## src/gps_pkg.sv

```systemverilog
// Shared types, codes and configuration-frame ROM for the gamepad poll sequencer.
// No dependencies; used by the interfaces, the register file, the core and the top level.
package gps_pkg;

  localparam int ANALOG_EXTRA_BYTES  = 16;
  localparam int DIGITAL_EXTRA_BYTES = 4;

  localparam int POS_W = 5;
  localparam int IDX_W = 4;  // configuration register index width

  // operation codes of an input word
  localparam logic [1:0] OP_TICK = 2'd0;
  localparam logic [1:0] OP_POLL = 2'd1;
  localparam logic [1:0] OP_XFER = 2'd2;

  // configuration register indexes
  localparam logic [IDX_W-1:0] REG_RUMBLE   = 4'd0;
  localparam logic [IDX_W-1:0] REG_PRESSURE = 4'd1;
  localparam logic [IDX_W-1:0] REG_DELAY    = 4'd2;
  localparam logic [IDX_W-1:0] REG_STALE    = 4'd3;

  // frame selects
  localparam logic [2:0] SEL_ENTER    = 3'd0;
  localparam logic [2:0] SEL_MODE     = 3'd1;
  localparam logic [2:0] SEL_RUMBLE   = 3'd2;
  localparam logic [2:0] SEL_PRESSURE = 3'd3;
  localparam logic [2:0] SEL_EXIT     = 3'd4;
  localparam logic [2:0] SEL_POLL     = 3'd5;

  // link status codes
  localparam logic [1:0] LINK_NONE    = 2'd0;
  localparam logic [1:0] LINK_DIGITAL = 2'd1;
  localparam logic [1:0] LINK_ANALOG  = 2'd2;

  localparam logic [7:0]  ID_DIGITAL  = 8'h73;
  localparam logic [7:0]  ID_ANALOG   = 8'h79;
  localparam logic [7:0]  FRAME_START = 8'h01;
  localparam logic [7:0]  POLL_CMD    = 8'h42;
  localparam logic [11:0] ELAPSED_MAX = 12'd4095;

  typedef struct packed {
    logic        rumble_enable;
    logic        pressure_enable;
    logic [7:0]  read_delay_ms;
    logic [11:0] stale_limit_ms;
  } gps_cfg_t;

  typedef struct packed {
    logic [1:0] operation;
    logic       motor_small;
    logic [7:0] motor_large;
    logic [7:0] rx_byte;
  } gps_item_t;

  typedef struct packed {
    logic        send_byte;
    logic [7:0]  tx_byte;
    logic        attention;
    logic [15:0] buttons;
    logic [15:0] previous_buttons;
    logic [1:0]  link_status;
    logic        analog_valid;
    logic [3:0]  analog_index;
    logic [7:0]  analog_value;
    logic        poll_done;
    logic        busy_res;
  } gps_result_t;

  // byte at a position of a configuration frame
  function automatic logic [7:0] cfg_rom_byte(logic [2:0] sel, logic [POS_W-1:0] pos);
    logic [7:0] b;
    b = 8'h00;
    if (pos == 5'd0) begin
      b = FRAME_START;
    end else begin
      case (sel)
        SEL_ENTER: begin
          if (pos == 5'd1) b = 8'h43;
          else if (pos == 5'd3) b = 8'h01;
        end
        SEL_MODE: begin
          if (pos == 5'd1) b = 8'h44;
          else if (pos == 5'd3) b = 8'h01;
          else if (pos == 5'd4) b = 8'h03;
        end
        SEL_RUMBLE: begin
          if (pos == 5'd1) b = 8'h4D;
          else if (pos == 5'd4) b = 8'h01;
        end
        SEL_PRESSURE: begin
          if (pos == 5'd1) b = 8'h4F;
          else if (pos == 5'd3 || pos == 5'd4) b = 8'hFF;
          else if (pos == 5'd5) b = 8'h03;
        end
        SEL_EXIT: begin
          if (pos == 5'd1) b = 8'h43;
          else if (pos >= 5'd4 && pos <= 5'd8) b = 8'h5A;
        end
        default: b = 8'h00;
      endcase
    end
    return b;
  endfunction

  function automatic logic [POS_W-1:0] cfg_frame_len(logic [2:0] sel);
    logic [POS_W-1:0] n;
    case (sel)
      SEL_ENTER, SEL_RUMBLE: n = 5'd5;
      SEL_MODE, SEL_PRESSURE, SEL_EXIT: n = 5'd9;
      default: n = 5'd5;
    endcase
    return n;
  endfunction

endpackage

```

## src/gps_if.sv

```systemverilog
// Valid/ready channel interfaces: input words, result words, register writes.
// Depends on gps_pkg for the index width.
interface gps_in_if;
  logic       valid;
  logic       ready;
  logic [1:0] operation;
  logic       motor_small;
  logic [7:0] motor_large;
  logic [7:0] rx_byte;
  modport source(output valid, operation, motor_small, motor_large, rx_byte, input ready);
  modport sink(input valid, operation, motor_small, motor_large, rx_byte, output ready);
endinterface

interface gps_out_if;
  logic        valid;
  logic        ready;
  logic        send_byte;
  logic [7:0]  tx_byte;
  logic        attention;
  logic [15:0] buttons;
  logic [15:0] previous_buttons;
  logic [1:0]  link_status;
  logic        analog_valid;
  logic [3:0]  analog_index;
  logic [7:0]  analog_value;
  logic        poll_done;
  logic        busy_res;
  modport source(output valid, send_byte, tx_byte, attention, buttons, previous_buttons,
                 link_status, analog_valid, analog_index, analog_value, poll_done,
                 busy_res, input ready);
  modport sink(input valid, send_byte, tx_byte, attention, buttons, previous_buttons,
               link_status, analog_valid, analog_index, analog_value, poll_done,
               busy_res, output ready);
endinterface

interface gps_cfg_if;
  import gps_pkg::*;
  logic             valid;
  logic             ready;
  logic [IDX_W-1:0] index;
  logic [11:0]      data;
  modport source(output valid, index, data, input ready);
  modport sink(input valid, index, data, output ready);
endinterface

```

## src/gps_cfg_regs.sv

```systemverilog
// Configuration register file of the poll sequencer.
// Depends on gps_pkg and gps_cfg_if.
module gps_cfg_regs (
  input  logic              clk,
  input  logic              rst_n,
  gps_cfg_if.sink           cfg_chan,
  output gps_pkg::gps_cfg_t cfg
);
  import gps_pkg::*;

  gps_cfg_t cfg_r;

  assign cfg_chan.ready = 1'b1;
  assign cfg = cfg_r;

  always_ff @(posedge clk) begin
    if (!rst_n) begin
      cfg_r.rumble_enable   <= 1'b0;
      cfg_r.pressure_enable <= 1'b0;
      cfg_r.read_delay_ms   <= 8'd5;
      cfg_r.stale_limit_ms  <= 12'd1500;
    end else if (cfg_chan.valid) begin
      unique case (cfg_chan.index)
        REG_RUMBLE:   cfg_r.rumble_enable   <= cfg_chan.data[0];
        REG_PRESSURE: cfg_r.pressure_enable <= cfg_chan.data[0];
        REG_DELAY:    cfg_r.read_delay_ms   <= cfg_chan.data[7:0];
        REG_STALE:    cfg_r.stale_limit_ms  <= cfg_chan.data;
        default: ;
      endcase
    end
  end

endmodule

```

## src/gps_core.sv

```systemverilog
// Poll sequencer state machine: one word per step, result computed combinationally.
// Depends on gps_pkg.
module gps_core (
  input  logic                 clk,
  input  logic                 rst_n,
  input  logic                 step,
  input  gps_pkg::gps_item_t   item,
  input  gps_pkg::gps_cfg_t    cfg,
  output gps_pkg::gps_result_t result
);
  import gps_pkg::*;

  typedef enum logic [3:0] {
    PH_IDLE, PH_FRAME, PH_GAP, PH_PREWAIT, PH_POLL, PH_EXTRA
  } phase_t;

  phase_t           phase_r, phase_nxt;
  logic [2:0]       frame_select_r, frame_select_nxt;
  logic [POS_W-1:0] byte_position_r, byte_position_nxt;
  logic [7:0]       wait_count_r, wait_count_nxt;
  logic [11:0]      elapsed_ms_r, elapsed_ms_nxt;
  logic [8:0]       motor_latch_r, motor_latch_nxt;
  logic [7:0]       id_byte_r, id_byte_nxt;
  logic [15:0]      button_r, button_nxt;
  logic [15:0]      prev_button_r, prev_button_nxt;
  logic [1:0]       status_r, status_nxt;

  logic             start;
  logic [2:0]       start_sel;
  logic             send;
  logic [7:0]       tx;
  logic             a_valid;
  logic [3:0]       a_index;
  logic [7:0]       a_value;
  logic             done;
  logic [POS_W-1:0] pos_inc;
  logic [7:0]       wc_dec;
  logic [7:0]       inv;
  logic [2:0]       cfg_next_sel;
  logic [POS_W-1:0] extra_need;

  // frame that follows a finished configuration frame
  function automatic logic [2:0] next_config(logic [2:0] sel, logic rumble, logic pressure);
    logic [2:0] n;
    if (sel == SEL_ENTER) n = SEL_MODE;
    else if (sel == SEL_MODE && rumble) n = SEL_RUMBLE;
    else if ((sel == SEL_MODE || sel == SEL_RUMBLE) && pressure) n = SEL_PRESSURE;
    else if (sel <= SEL_PRESSURE) n = SEL_EXIT;
    else n = SEL_POLL;
    return n;
  endfunction

  function automatic logic [7:0] poll_byte(logic [POS_W-1:0] pos, logic [8:0] motors);
    logic [7:0] b;
    case (pos)
      5'd0:    b = FRAME_START;
      5'd1:    b = POLL_CMD;
      5'd3:    b = {7'd0, motors[8]};
      5'd4:    b = motors[7:0];
      default: b = 8'h00;
    endcase
    return b;
  endfunction

  assign cfg_next_sel = next_config(frame_select_r, cfg.rumble_enable, cfg.pressure_enable);
  assign pos_inc      = byte_position_r + 5'd1;
  assign wc_dec       = (wait_count_r != 8'd0) ? wait_count_r - 8'd1 : 8'd0;
  assign inv          = ~item.rx_byte;
  assign extra_need   = (status_r == LINK_DIGITAL) ? POS_W'(DIGITAL_EXTRA_BYTES)
                                                   : POS_W'(ANALOG_EXTRA_BYTES);

  always_comb begin
    phase_nxt         = phase_r;
    frame_select_nxt  = frame_select_r;
    byte_position_nxt = byte_position_r;
    wait_count_nxt    = wait_count_r;
    elapsed_ms_nxt    = elapsed_ms_r;
    motor_latch_nxt   = motor_latch_r;
    id_byte_nxt       = id_byte_r;
    button_nxt        = button_r;
    prev_button_nxt   = prev_button_r;
    status_nxt        = status_r;
    start     = 1'b0;
    start_sel = frame_select_r;
    send      = 1'b0;
    tx        = 8'h00;
    a_valid   = 1'b0;
    a_index   = 4'd0;
    a_value   = 8'h00;
    done      = 1'b0;

    if (step) begin
      case (item.operation)
        OP_TICK: begin
          if (elapsed_ms_r != ELAPSED_MAX) elapsed_ms_nxt = elapsed_ms_r + 12'd1;
          if (phase_r == PH_GAP || phase_r == PH_PREWAIT) begin
            wait_count_nxt = wc_dec;
            if (wc_dec == 8'd0) begin
              start     = 1'b1;
              start_sel = (phase_r == PH_GAP) ? frame_select_r : SEL_POLL;
            end
          end
        end
        OP_POLL: begin
          if (phase_r == PH_IDLE) begin
            motor_latch_nxt = {item.motor_small, item.motor_large};
            if (elapsed_ms_r > cfg.stale_limit_ms) begin
              start     = 1'b1;
              start_sel = SEL_ENTER;
            end else if (elapsed_ms_r < {4'd0, cfg.read_delay_ms}) begin
              wait_count_nxt = cfg.read_delay_ms - elapsed_ms_r[7:0];
              phase_nxt      = PH_PREWAIT;
            end else begin
              start     = 1'b1;
              start_sel = SEL_POLL;
            end
          end
        end
        OP_XFER: begin
          if (phase_r == PH_FRAME) begin
            if (pos_inc >= cfg_frame_len(frame_select_r)) begin
              if (cfg.read_delay_ms == 8'd0) begin
                start     = 1'b1;
                start_sel = cfg_next_sel;
              end else begin
                frame_select_nxt  = cfg_next_sel;
                byte_position_nxt = pos_inc;
                wait_count_nxt    = cfg.read_delay_ms;
                phase_nxt         = PH_GAP;
              end
            end else begin
              byte_position_nxt = pos_inc;
              send = 1'b1;
              tx   = cfg_rom_byte(frame_select_r, pos_inc);
            end
          end else if (phase_r == PH_POLL) begin
            if (byte_position_r == 5'd1) id_byte_nxt = item.rx_byte;
            else if (byte_position_r == 5'd3) button_nxt = {button_r[15:8], inv};
            else if (byte_position_r == 5'd4) button_nxt = {inv, button_r[7:0]};
            byte_position_nxt = pos_inc;
            if (pos_inc < 5'd5) begin
              send = 1'b1;
              tx   = poll_byte(pos_inc, motor_latch_r);
            end else if (id_byte_r == ID_DIGITAL || id_byte_r == ID_ANALOG) begin
              status_nxt        = (id_byte_r == ID_DIGITAL) ? LINK_DIGITAL : LINK_ANALOG;
              phase_nxt         = PH_EXTRA;
              byte_position_nxt = '0;
              send = 1'b1;
            end else begin
              status_nxt     = LINK_NONE;
              phase_nxt      = PH_IDLE;
              elapsed_ms_nxt = '0;
              done = 1'b1;
            end
          end else if (phase_r == PH_EXTRA) begin
            a_valid = 1'b1;
            a_index = byte_position_r[3:0];
            a_value = item.rx_byte;
            byte_position_nxt = pos_inc;
            if (pos_inc >= extra_need) begin
              phase_nxt      = PH_IDLE;
              elapsed_ms_nxt = '0;
              done = 1'b1;
            end else begin
              send = 1'b1;
            end
          end
        end
        default: ;
      endcase
    end

    if (start) begin
      frame_select_nxt  = start_sel;
      byte_position_nxt = '0;
      send = 1'b1;
      tx   = FRAME_START;
      if (start_sel == SEL_POLL) begin
        phase_nxt       = PH_POLL;
        prev_button_nxt = button_r;
      end else begin
        phase_nxt = PH_FRAME;
      end
    end

    result.send_byte        = send;
    result.tx_byte          = tx;
    result.attention        = (phase_nxt == PH_FRAME || phase_nxt == PH_POLL ||
                               phase_nxt == PH_EXTRA);
    result.buttons          = button_nxt;
    result.previous_buttons = prev_button_nxt;
    result.link_status      = status_nxt;
    result.analog_valid     = a_valid;
    result.analog_index     = a_index;
    result.analog_value     = a_value;
    result.poll_done        = done;
    result.busy_res         = (phase_nxt != PH_IDLE);
  end

  always_ff @(posedge clk) begin
    if (!rst_n) begin
      phase_r         <= PH_IDLE;
      frame_select_r  <= '0;
      byte_position_r <= '0;
      wait_count_r    <= '0;
      elapsed_ms_r    <= '0;
      motor_latch_r   <= '0;
      id_byte_r       <= '0;
      button_r        <= '0;
      prev_button_r   <= '0;
      status_r        <= LINK_NONE;
    end else begin
      phase_r         <= phase_nxt;
      frame_select_r  <= frame_select_nxt;
      byte_position_r <= byte_position_nxt;
      wait_count_r    <= wait_count_nxt;
      elapsed_ms_r    <= elapsed_ms_nxt;
      motor_latch_r   <= motor_latch_nxt;
      id_byte_r       <= id_byte_nxt;
      button_r        <= button_nxt;
      prev_button_r   <= prev_button_nxt;
      status_r        <= status_nxt;
    end
  end

endmodule

```

## src/gamepad_poll_sequencer.sv

```systemverilog
// Top level of the gamepad poll sequencer: input register, core, result register.
// Depends on gps_pkg, gps_if, gps_cfg_regs and gps_core.

// Takes one input word per clock: a millisecond tick, a poll request with motor
// levels, or a finished byte exchange with the received byte, and returns exactly
// one result word for each. A word passes through an input register, the core's
// combinational state update and a result register; throughput is one word per
// cycle while the result side keeps taking words.
// Register writes are taken at any time but must only be made while the
// sequencer is idle.
module gamepad_poll_sequencer (
  input  logic      clk,
  input  logic      rst_n,
  gps_in_if.sink    in_chan,
  gps_out_if.source out_chan,
  gps_cfg_if.sink   cfg_chan
);
  import gps_pkg::*;

  gps_cfg_t    cfg;
  gps_item_t   in_item_r;
  logic        in_valid_r;
  gps_result_t result;
  gps_result_t out_res_r;
  logic        out_valid_r;
  logic        out_free;
  logic        step;

  assign out_free      = !out_valid_r || out_chan.ready;
  assign step          = in_valid_r && out_free;
  assign in_chan.ready = !in_valid_r || out_free;

  gps_cfg_regs u_cfg (
    .clk      (clk),
    .rst_n    (rst_n),
    .cfg_chan (cfg_chan),
    .cfg      (cfg)
  );

  gps_core u_core (
    .clk    (clk),
    .rst_n  (rst_n),
    .step   (step),
    .item   (in_item_r),
    .cfg    (cfg),
    .result (result)
  );

  always_ff @(posedge clk) begin
    if (!rst_n) begin
      in_valid_r  <= 1'b0;
      out_valid_r <= 1'b0;
    end else begin
      if (in_chan.valid && in_chan.ready) begin
        in_valid_r <= 1'b1;
      end else if (step) begin
        in_valid_r <= 1'b0;
      end
      if (step) begin
        out_valid_r <= 1'b1;
      end else if (out_chan.ready) begin
        out_valid_r <= 1'b0;
      end
    end
  end

  always_ff @(posedge clk) begin
    if (in_chan.valid && in_chan.ready) begin
      in_item_r.operation   <= in_chan.operation;
      in_item_r.motor_small <= in_chan.motor_small;
      in_item_r.motor_large <= in_chan.motor_large;
      in_item_r.rx_byte     <= in_chan.rx_byte;
    end
    if (step) begin
      out_res_r <= result;
    end
  end

  assign out_chan.valid            = out_valid_r;
  assign out_chan.send_byte        = out_res_r.send_byte;
  assign out_chan.tx_byte          = out_res_r.tx_byte;
  assign out_chan.attention        = out_res_r.attention;
  assign out_chan.buttons          = out_res_r.buttons;
  assign out_chan.previous_buttons = out_res_r.previous_buttons;
  assign out_chan.link_status      = out_res_r.link_status;
  assign out_chan.analog_valid     = out_res_r.analog_valid;
  assign out_chan.analog_index     = out_res_r.analog_index;
  assign out_chan.analog_value     = out_res_r.analog_value;
  assign out_chan.poll_done        = out_res_r.poll_done;
  assign out_chan.busy_res         = out_res_r.busy_res;

  // a finished poll leaves the sequencer idle
  a_done_idle: assert property (@(posedge clk) disable iff (!rst_n)
    out_valid_r && out_res_r.poll_done |-> !out_res_r.busy_res)
    else $error("poll_done with busy_res set");

  // extra bytes are only read on a live link
  a_extra_link: assert property (@(posedge clk) disable iff (!rst_n)
    out_valid_r && out_res_r.analog_valid |-> out_res_r.link_status != LINK_NONE)
    else $error("analog byte while disconnected");

  // a byte is only sent inside an open frame
  a_send_attn: assert property (@(posedge clk) disable iff (!rst_n)
    out_valid_r && out_res_r.send_byte |-> out_res_r.attention)
    else $error("send_byte without attention");

  // a held input word is not dropped while the result side stalls
  a_in_hold: assert property (@(posedge clk) disable iff (!rst_n)
    in_valid_r && !out_free |=> in_valid_r)
    else $error("input word lost under stall");

endmodule
```

## src/flat_wrapper.sv

```systemverilog
// flat-port wrapper written by rule: the top's interface ports become plain ports
module gamepad_poll_sequencer_flat import gps_pkg::*;
  (clk, rst_n, in_chan_valid, in_chan_operation, in_chan_motor_small, in_chan_motor_large, in_chan_rx_byte, in_chan_ready, out_chan_valid, out_chan_send_byte, out_chan_tx_byte, out_chan_attention, out_chan_buttons, out_chan_previous_buttons, out_chan_link_status, out_chan_analog_valid, out_chan_analog_index, out_chan_analog_value, out_chan_poll_done, out_chan_busy_res, out_chan_ready, cfg_chan_valid, cfg_chan_index, cfg_chan_data, cfg_chan_ready);
  gps_in_if in_chan_i ();
  gps_out_if out_chan_i ();
  gps_cfg_if cfg_chan_i ();
  input  logic clk;
  input  logic rst_n;
  input wire logic [$bits(in_chan_i.valid)-1:0] in_chan_valid;
  input wire logic [$bits(in_chan_i.operation)-1:0] in_chan_operation;
  input wire logic [$bits(in_chan_i.motor_small)-1:0] in_chan_motor_small;
  input wire logic [$bits(in_chan_i.motor_large)-1:0] in_chan_motor_large;
  input wire logic [$bits(in_chan_i.rx_byte)-1:0] in_chan_rx_byte;
  output wire logic [$bits(in_chan_i.ready)-1:0] in_chan_ready;
  output wire logic [$bits(out_chan_i.valid)-1:0] out_chan_valid;
  output wire logic [$bits(out_chan_i.send_byte)-1:0] out_chan_send_byte;
  output wire logic [$bits(out_chan_i.tx_byte)-1:0] out_chan_tx_byte;
  output wire logic [$bits(out_chan_i.attention)-1:0] out_chan_attention;
  output wire logic [$bits(out_chan_i.buttons)-1:0] out_chan_buttons;
  output wire logic [$bits(out_chan_i.previous_buttons)-1:0] out_chan_previous_buttons;
  output wire logic [$bits(out_chan_i.link_status)-1:0] out_chan_link_status;
  output wire logic [$bits(out_chan_i.analog_valid)-1:0] out_chan_analog_valid;
  output wire logic [$bits(out_chan_i.analog_index)-1:0] out_chan_analog_index;
  output wire logic [$bits(out_chan_i.analog_value)-1:0] out_chan_analog_value;
  output wire logic [$bits(out_chan_i.poll_done)-1:0] out_chan_poll_done;
  output wire logic [$bits(out_chan_i.busy_res)-1:0] out_chan_busy_res;
  input wire logic [$bits(out_chan_i.ready)-1:0] out_chan_ready;
  input wire logic [$bits(cfg_chan_i.valid)-1:0] cfg_chan_valid;
  input wire logic [$bits(cfg_chan_i.index)-1:0] cfg_chan_index;
  input wire logic [$bits(cfg_chan_i.data)-1:0] cfg_chan_data;
  output wire logic [$bits(cfg_chan_i.ready)-1:0] cfg_chan_ready;
  assign in_chan_i.valid = in_chan_valid;
  assign in_chan_i.operation = in_chan_operation;
  assign in_chan_i.motor_small = in_chan_motor_small;
  assign in_chan_i.motor_large = in_chan_motor_large;
  assign in_chan_i.rx_byte = in_chan_rx_byte;
  assign in_chan_ready = in_chan_i.ready;
  assign out_chan_valid = out_chan_i.valid;
  assign out_chan_send_byte = out_chan_i.send_byte;
  assign out_chan_tx_byte = out_chan_i.tx_byte;
  assign out_chan_attention = out_chan_i.attention;
  assign out_chan_buttons = out_chan_i.buttons;
  assign out_chan_previous_buttons = out_chan_i.previous_buttons;
  assign out_chan_link_status = out_chan_i.link_status;
  assign out_chan_analog_valid = out_chan_i.analog_valid;
  assign out_chan_analog_index = out_chan_i.analog_index;
  assign out_chan_analog_value = out_chan_i.analog_value;
  assign out_chan_poll_done = out_chan_i.poll_done;
  assign out_chan_busy_res = out_chan_i.busy_res;
  assign out_chan_i.ready = out_chan_ready;
  assign cfg_chan_i.valid = cfg_chan_valid;
  assign cfg_chan_i.index = cfg_chan_index;
  assign cfg_chan_i.data = cfg_chan_data;
  assign cfg_chan_ready = cfg_chan_i.ready;
  gamepad_poll_sequencer u_core (.clk(clk), .rst_n(rst_n), .in_chan(in_chan_i), .out_chan(out_chan_i), .cfg_chan(cfg_chan_i));
endmodule
```

## config.mk

```make
export PLATFORM = sky130hd
export DESIGN_NAME = gamepad_poll_sequencer_flat
export DESIGN_NICKNAME = d
export VERILOG_FILES = /design/src/gps_pkg.sv /design/src/gps_if.sv /design/src/gps_cfg_regs.sv /design/src/gps_core.sv /design/src/gamepad_poll_sequencer.sv /design/src/flat_wrapper.sv
export SDC_FILE = /design/constraint.sdc
export NUM_CORES = 1
export LEC_CHECK = 0
export BUFFER_PORTS_ARGS = -buffer_cell sky130_fd_sc_hd__buf_2
export CAP_MARGIN = 20
export CORE_ASPECT_RATIO = 1.5
export CORE_MARGIN = 2
export CORE_UTILIZATION = 45
export DETAILED_ROUTE_END_ITERATION = 7
export PLACE_DENSITY_LB_ADDON = 0.15
export SLEW_MARGIN = 20
export SYNTH_ARGS = -nofsm -noshare
export SYNTH_HDL_FRONTEND = slang
export SYNTH_SLANG_ARGS = --single-unit
```

## constraint.sdc

```tcl
create_clock -name clk -period 4.76 [get_ports clk]
set_input_delay 0 -clock clk [delete_from_list [all_inputs] [get_ports clk]]
set_output_delay 0 -clock clk [all_outputs]
set_load 0.005 [all_outputs]
```

==> results.ini, run 1 <==
[global_route]
grt_pass1_wl_um=36700
grt_pass1_vias=7199
antenna_found_initial=1
gr-total-overflow=0
grt_max_degree=63
grt_util_all_layers_pct=22.2

[power_and_ir_drop]
power_density_mw_per_mm2=317
ir_worst_vdd_mv=0.222
p_leak_nw=4.30

[synth]
seq_area_frac_synth_pct=48.7
yosys_most_used_dff=dfxtp_1
synth_compound_area_share_pct=14.4
synth_nets=1036
synthMuxAreaShare_pct=7.10
synth-seq-cells=185
yosysTopAreaCell=edfxtp_1
yosys.area_share.simple_pct=17.9
yosysUniqueCellTypes=76
synth-warning-count=0
synth_top_area_share_pct=25.5
synth_edf_count=78
synth_top_family_by_area=simple AND/OR/NAND/NOR gates
synth_cells=952
postSynthAreaPerCell_um2=9.67
synthArstFlopShare_pct=0
synth_fa_ha_area_share_pct=6.06
ys_top_cells_by_area=edfxtp_1 25%, dfxtp_1 23%, ha_1 5.8%
syn_area_mm2=0.00920
synth_xor_xnor_area_share_pct=1.62

[clock_network]
clk_pin_slew_ns=0.07
cts_sinks=185
clock_latency_ns=0.44
cts_max_level=4
postCtsSetupBuffers=0
numCtsBuffers=17
root_buffer=clkbuf_16
cts.path.max_buffers=2
cts_tree=built

[placed_design]
port_buffers=100
dp_cells=1282
gp_congestion=0.895
hpwlAfterDp_um=16700
dp_slack_ns=0.894

[drt]
via_count=7322
drc=0
dr.pass1.iters=5
vias_per_cell=5.42
postRouteAntennaNets=0
first_iter_violations=478
wl_per_cell_um=17.2
wl_um=23200

[timing]
setup_slack_ns=0.800
setup_violations=0
finalSetupTns_ns=0
maxSlewViolCount=0
post-route-period-util_pct=83.2
finClkSkew_ns=0.0114
period_minus_slack_ns=3.96
grt_setup_unrepaired=no
relSlewSlack_pct=32.8
worst_pin_slew_ns=1.01
hold_ws_ns=0.0308
fmax_mhz=253
hold_viol_final=0

[floorplan]
top_level_ports=102
die_h_um=179
start_util_pct=45.4
dieArea_mm2=0.0216
core_area_mm2=0.0203
placement_rows=64
dieWidth_um=121

[final_layout]
postLayoutCoreUtil_pct=54.0
syn_to_final_growth_pct=18.9
num-fill-cells=1791
nNetsFinal=1158
drive_above_1_share_pct=14.3
finalNonFillerCells=1352

[hold_path]
min_from=cfg_chan_valid
hold_class=in2reg

[setup_path]
rr_startpoint=u_core.u_core.byte_position_r[0]$_SDFFE_PP0P_
crit_required_ns=4.94
critPathArrivalTime_ns=4.14
path_max_fanout=34
start_kind=flip-flop
startpoint=u_core.u_core.byte_position_r[0]$_SDFFE_PP0P_
end_kind=flip-flop
critPathKind=reg2reg
reg2reg_slack_ns=0.80

[job]
drv_cap=0

[run_status]
status=completed

flip-flops by register name, summed over array words and instances, names as in the netlist, 2 cells and up:
signal	cells
u_core.in_item_r	19
u_core.out_chan.analog_index	4
u_core.out_chan.analog_value	8
u_core.out_chan.buttons	16
u_core.out_chan.link_status	2
u_core.out_chan.previous_buttons	16
u_core.out_chan.tx_byte	8
u_core.u_cfg.cfg	22
u_core.u_core.button_r	16
u_core.u_core.byte_position_r	5
u_core.u_core.elapsed_ms_r	12
u_core.u_core.frame_select_r	3
u_core.u_core.id_byte_r	8
u_core.u_core.motor_latch_r	9
u_core.u_core.phase_r	4
u_core.u_core.prev_button_r	16
u_core.u_core.status_r	2
u_core.u_core.wait_count_r	8
cells in the final DEF (no fill, tap or decap), types with 10 or more instances in the layout:
| cell | instances |
|---|---|
| a211oi_1 | 11 |
| a21oi_1 | 60 |
| and2_1 | 30 |
| buf_2 | 100 |
| clkbuf_16 | 17 |
| dfxtp_1 | 107 |
| dlygate4sd3_1 | 37 |
| edfxtp_1 | 78 |
| ha_1 | 43 |
| inv_1 | 52 |
| mux2_1 | 16 |
| mux2i_1 | 45 |
| nand2_1 | 119 |
| nand2b_1 | 10 |
| nand3_1 | 28 |
| nor2_1 | 77 |
| nor2b_1 | 12 |
| nor3_1 | 17 |
| o211ai_1 | 15 |
| o21ai_0 | 37 |
| o21ai_1 | 12 |
| xnor2_1 | 15 |
cell type report:
type	count	area, µm²	share of cell area (%)
repair buffers	144	936	8.56
clock inverters	12	190	1.74
clock buffers	20	447	4.08
multi-input cells	672	4340	39.7
inverters	54	203	1.85
diodes	1	2.50	0.0229
well taps	264	330	3.02
flip-flops and latches	185	4480	41.0
Yosys cell counts (all sizes together) (13+ instances only):
| library cell | number |
|---|---|
| a21oi | 60 |
| and2 | 30 |
| clkbuf | 35 |
| dfxtp | 107 |
| edfxtp | 78 |
| ha | 43 |
| inv | 53 |
| mux2 | 18 |
| mux2i | 45 |
| nand2 | 119 |
| nand3 | 28 |
| nor2 | 77 |
| nor2b | 13 |
| nor3 | 18 |
| o211ai | 15 |
| o21ai | 49 |
| xnor2 | 15 |
power breakdown:
part	internal [mW]	leakage (nW)	switching (mW)
clock network	0.904	0.309	0.620
registers	1.69	1.62	0.0256
logic	0.0945	2.38	0.137
total	2.69	4.30	0.782
timing repair:
action                                 CTS  global route
resized for setup                        0             0
hold buffers                            37             0
endpoints found under the hold margin   43             0
worst max-delay path, cell delays in order (launching register included):
cell      delay [ns]
dfxtp_1         0.49
ha_1            0.29
xor2_1          0.49
ha_1            0.26
o21ai_0         0.09
o21bai_1        0.30
o221ai_1        0.16
a211oi_1        0.28
o311ai_1        0.16
a221oi_2        0.31
a21boi_4        0.25
buf_12          0.26
mux2_1          0.36
kinds of logic after synthesis:
logic type	count (synthesis)
and+or+nand+nor	342
muxes	63
DFF	185
buffers and inverters	95
adders and majority gates	44
AOI/OAI and AO/OA	205
xor gates and xnor gates	17
other	1
final timing paths:
| check | to | depth (start not counted) |
|---|---|---|
| min reg2reg | u_core.u_core.prev_button_r[12]$_SDFF_PN0_ | 2 |
| max reg2reg | u_core.out_chan.previous_buttons[3]$_DFFE_PP_ | 12 |
| max | u_core.out_chan.previous_buttons[3]$_DFFE_PP_ | 12 |
| min | u_core.u_cfg.cfg[21]$_SDFFE_PN0P_ | 5 |
per-stage QoR:
stage / power [mW] / cell area, µm²
finish: 3.47 / 10900
floorplan: 1.87 / 9200
detailed placement: 1.96 / 9930
CTS: 3.51 / 10900
global route: 3.60 / 10900
global placement: 1.96 / 9930
metal layers:
metal | wire length, µm | vias to the layer above | share of wire [%] | GRT usage [%]
li1 | - | 3642 | - | -
met1 | 8830 | 3470 | 38 | 22.5
met2 | 12700 | 146 | 54 | 42.5
met3 | 606 | 64 | 2.6 | 3.82
met4 | 1140 | 0 | 4.9 | 12.5
met5 | 0 | - | 0 | 0
Power figures use the tool's default switching activity.
==> inputs of run 2 (changes only) <==
Clock period 4.76 ns to 4.1 ns, I/O delays scaled along.
==> results.ini, run 2 (synthesis results as in run 1) <==
[power_and_ir_drop]
p_leak_nw=4.31
ir_worst_vdd_mv=0.230
switching_share_pct=23.4
power_density_mw_per_mm2=356
power.total_mw=3.89
netSwitchingPower_uw=910
pwr-share-comb_pct=7.0
intPower_mw=2.98
power_frac_seq_pct=51.2
power_frac_clock_pct=41.8

[floorplan]
dieArea_mm2=0.0216
placement_rows=64
die_h_um=179
dieWidth_um=121
core_area_mm2=0.0203
top_level_ports=102
start_util_pct=45.4

[run_status]
status=completed

[timing]
relSlewSlack_pct=27.6
setup_violations=0
finalSetupTns_ns=0
post-route-period-util_pct=92.2
period_minus_slack_ns=3.78
setup_slack_ns=0.321
finClkSkew_ns=0.0127
hold_ws_ns=0.0543
grt_setup_unrepaired=no
worst_pin_slew_ns=1.09
hold_viol_final=0
maxSlewViolCount=0
fmax_mhz=265

[setup_path]
critPathKind=reg2reg
critPathArrivalTime_ns=3.97
end_kind=flip-flop
start_kind=flip-flop
path_max_fanout=34
crit_required_ns=4.29

[placed_design]
place_area_mm2=0.00998
port_buffers=100
hpwlAfterDp_um=16600
gp_congestion=0.884
dp_cells=1289
dp_slack_ns=0.413

[clock_network]
clk_pin_slew_ns=0.07
numCtsBuffers=17
cts_max_level=4
cts_sinks=185
cts.path.max_buffers=2
postCtsResizedCells=0
clock_latency_ns=0.44
postCtsSetupBuffers=0
root_buffer=clkbuf_16
cts_tree=built

[final_layout]
final_area_mm2=0.0109
syn_to_final_growth_pct=18.6
largest_reg_flops=22
drive_above_1_share_pct=14.8
antennaDiodeCount=0
most-common-layout-cells=119 x nand2_1, 107 x dfxtp_1, 100 x buf_2
postLayoutCoreUtil_pct=53.9
final_common_cell=nand2_1
finalNonFillerCells=1357
nNetsFinal=1164

[global_route]
grt_max_degree=64
grt_pass1_vias=7384
grt_pass1_wl_um=37300
gr-total-overflow=0
grt_util_all_layers_pct=22.4
antenna_found_initial=0

[drt]
wl_um=23100
vias_per_cell=5.42
first_iter_violations=530
dr.pass1.iters=5
via_count=7353
drc=0
postRouteAntennaNets=0
wl_per_cell_um=17.1

[job]
drv_cap=0

[hold_path]
hold_class=in2reg

[run 2: cell types whose count changed in the layout (fill, tap and decap cells not counted)]
| cell | delta |
|---|---|
| inv_6 | +2 |
| buf_4 | +7 |
| clkbuf_8 | -1 |
| bufinv_16 | -2 |
| dlygate4sd3_1 | -1 |
| clkinv_4 | +1 |
| diode_2 | -1 |
| inv_8 | -2 |
| clkinv_2 | +2 |
[run 2: layer usage]
layer	global-route usage [%]	vias up	routed length [µm]
met1	23.1	3462	8670
met5	0	-	0
met3	4.33	63	720
met4	11.9	0	1130
met2	42.2	172	12600
li1	-	3656	-
[run 2: timing repair]
action / 4_1_cts / 5_1_grt
hold buffers: 36 / 0
hold endpoints to repair: 43 / 0
setup endpoints to repair: 0 / 0
[run 2: worst max-delay path, cell delays in order, from the launching register on]
cell and delay [ns]:
dfxtp_1 0.54, inv_1 0.16, nor2_1 0.25, a21o_1 0.15, inv_1 0.05, ha_1 0.25, o21ai_0 0.07, o21bai_1 0.29
o221ai_1 0.15, a211oi_1 0.26, o311ai_1 0.16, a221oi_2 0.31, a21boi_4 0.25, buf_12 0.25, mux2_1 0.35
[run 2: final timing paths]
| path | startpoint | to | slack (ns) | cells past startpoint |
|---|---|---|---|---|
| max | u_core.u_core.frame_select_r[0]$_SDFFE_PN0P_ | u_core.out_chan.previous_buttons[11]$_DFFE_PP_ | 0.32 | 14 |
| min | cfg_chan_valid | u_core.u_cfg.cfg[21]$_SDFFE_PN0P_ | 0.05 | 5 |
| max reg2reg | u_core.u_core.frame_select_r[0]$_SDFFE_PN0P_ | u_core.out_chan.previous_buttons[11]$_DFFE_PP_ | 0.32 | 14 |
| min reg2reg | u_core.u_core.prev_button_r[10]$_SDFF_PN0_ | u_core.u_core.prev_button_r[10]$_SDFF_PN0_ | 0.45 | 2 |
[run 2: power by group through the flow]
| stage | logic, mW | clock network, mW | registers (mW) |
|---|---|---|---|
| 2_1_floorplan | 0.147 | 0 | 2.02 |
| 3_3_place_gp | 0.243 | 0 | 2.03 |
| 3_5_place_dp | 0.243 | 0 | 2.03 |
| 4_1_cts | 0.271 | 1.66 | 1.99 |
| 5_1_grt | 0.302 | 1.74 | 2.00 |
| 6_report | 0.271 | 1.63 | 1.99 |
[run 2: area by class of cell]
type / instances / area, µm²
inverters: 54 / 203
clock inverters: 13 / 144
clock buffers: 19 / 433
flip-flops and latches: 185 / 4480
fillers: 1849 / 9340
multi-input cells: 672 / 4340
well taps: 264 / 330
repair buffers: 150 / 978
==> inputs of run 3 (changes only) <==
Clock period 4.1 ns to 3.62 ns, I/O delays scaled along.
==> results.ini, run 3 (synthesis results as in run 1) <==
[setup_path]
startpoint=u_core.u_core.wait_count_r[0]$_SDFFE_PN0P_
critPathTopFamily=compound AO/OA/AOI/OAI gates
path_max_fanout=22
crit_required_ns=3.80
worstReg2RegEnd=u_core.out_chan.previous_buttons[6]$_DFFE_PP_
ff2ff_path_depth=11
critPathArrivalTime_ns=3.61
reg2reg_slack_ns=0.19
critPathMaxStageDelay_ns=0.35
critPathKind=reg2reg
cp_cell_sequence=inv_1 > ha_1 > nor2b_1 > nor4bb_1 > a211oi_1 > o31ai_1 > o311ai_1 > a221oi_2 > a21boi_4 > buf_12 > mux2_1
start_kind=flip-flop
worst_path_max_delay_cell=o31ai_1
rr_startpoint=u_core.u_core.wait_count_r[0]$_SDFFE_PN0P_
crit_buf_inv=2
end_kind=flip-flop

[timing]
relSlewSlack_pct=31.3
grt_setup_unrepaired=no
post-route-period-util_pct=94.8
hold_viol_final=0
hold_ws_ns=0.0725
fmax_mhz=291
worst_pin_slew_ns=1.03
finalSetupTns_ns=0
finClkSkew_ns=0.0146
period_minus_slack_ns=3.43
maxSlewViolCount=0
setup_violations=0

[global_route]
grt_max_degree=60
grt_util_all_layers_pct=22.3
grt_pass1_vias=7225
gr-total-overflow=0
grt_pass1_wl_um=36900
antenna_found_initial=0

[final_layout]
nNetsFinal=1185
final_common_cell=nand2_1
antennaDiodeCount=0
most-common-layout-cells=119 x nand2_1, 107 x dfxtp_1, 100 x buf_2
drive_above_1_share_pct=16.4
syn_to_final_growth_pct=20.5
largest_reg_flops=22

[clock_network]
cts.path.max_buffers=2
cts_max_level=4
root_buffer=clkbuf_16
clock_latency_ns=0.44
clk_pin_slew_ns=0.07
numCtsBuffers=17
postCtsSetupBuffers=0
cts_sinks=185
cts_tree=built

[floorplan]
placement_rows=64
die_h_um=179
core_area_mm2=0.0203
start_util_pct=45.4
top_level_ports=102
dieWidth_um=121
dieArea_mm2=0.0216

[run_status]
status=completed

[drt]
first_iter_violations=468
wl_per_cell_um=17.1
drc=0
via_count=7495
dr.pass1.iters=5
vias_per_cell=5.44
postRouteAntennaNets=0
wl_um=23600

[power_and_ir_drop]
power_density_mw_per_mm2=397
ir_worst_vdd_mv=0.243
p_leak_nw=4.43
power.total_mw=4.41

[placed_design]
gp_congestion=0.915
hpwlAfterDp_um=17500
port_buffers=100

[hold_path]
hold_class=in2reg
hold_path_depth=5
hold_path_end=u_core.u_cfg.cfg[21]$_SDFFE_PN0P_
min_from=cfg_chan_valid

[job]
drv_cap=0

run 3: cell types whose count changed in the layout (fill, tap and decap cells not counted), sizes merged:
cell / previous run / this run
buf: 114 / 135
inv: 57 / 59
clkinv: 7 / 6
clkinvlp: 1 / 0
run 3: cell type report:
| class | instances | area, µm² |
|---|---|---|
| fill | 1870 | 9170 |
| clock inverter | 13 | 143 |
| multi-input combinational | 672 | 4350 |
| tap | 264 | 330 |
| timing repair buffer | 171 | 1150 |
| sequential | 185 | 4480 |
| clock buffer | 19 | 433 |
| inverter | 54 | 203 |
run 3: worst register-to-register path: stages (launching register included):
cell,delay (ns)
dfxtp_1,0.32
inv_1,0.11
ha_1,0.30
nor2b_1,0.29
nor4bb_1,0.31
a211oi_1,0.10
o31ai_1,0.35
o311ai_1,0.19
a221oi_2,0.31
a21boi_4,0.32
buf_12,0.22
mux2_1,0.34
run 3: power breakdown:
group | internal [mW] | switching [mW]
clock network | 1.03 | 0.807
registers | 2.22 | 0.0288
logic | 0.132 | 0.188
run 3: stage by stage:
stage / instance area, µm² / std cells / worst slack [ns] / util (%)
2_1_floorplan: 9200 / 952 / 0.179 / -
3_3_place_gp: 10100 / 1310 / 0.219 / 50.1
3_5_place_dp: 10100 / 1310 / 0.164 / 50.1
4_1_cts: 11100 / 1378 / 0.153 / 54.7
5_1_grt: 11100 / 1378 / 0.00522 / 54.7
6_report: 11100 / 1378 / 0.187 / 54.7
run 3: worst max-delay path by stage:
stage               depth (start not counted)  slack (ns)                                             end
finish                                     11        0.19   u_core.out_chan.previous_buttons[6]$_DFFE_PP_
global route                               12       0.005   u_core.out_chan.previous_buttons[6]$_DFFE_PP_
CTS                                        12        0.15   u_core.out_chan.previous_buttons[4]$_DFFE_PP_
detailed placement                         12        0.16   u_core.out_chan.previous_buttons[4]$_DFFE_PP_
global placement                           12        0.22   u_core.out_chan.previous_buttons[7]$_DFFE_PP_
floorplan                                  15        0.18  u_core.out_chan.previous_buttons[13]$_DFFE_PP_
run 3: repair_timing:
item,in CTS,in global routing
setup endpoints to repair,0,13
resized for setup,0,1
hold endpoints to repair,43,0
hold buffers,36,0
run 3: per-layer routing:
layer | wire (µm) | GRT usage (%) | vias to the layer above
li1 | - | - | 3699
met1 | 8750 | 22.7 | 3545
met2 | 12900 | 42.7 | 185
met3 | 728 | 3.37 | 66
met4 | 1200 | 12.8 | 0
met5 | 0 | 0 | -
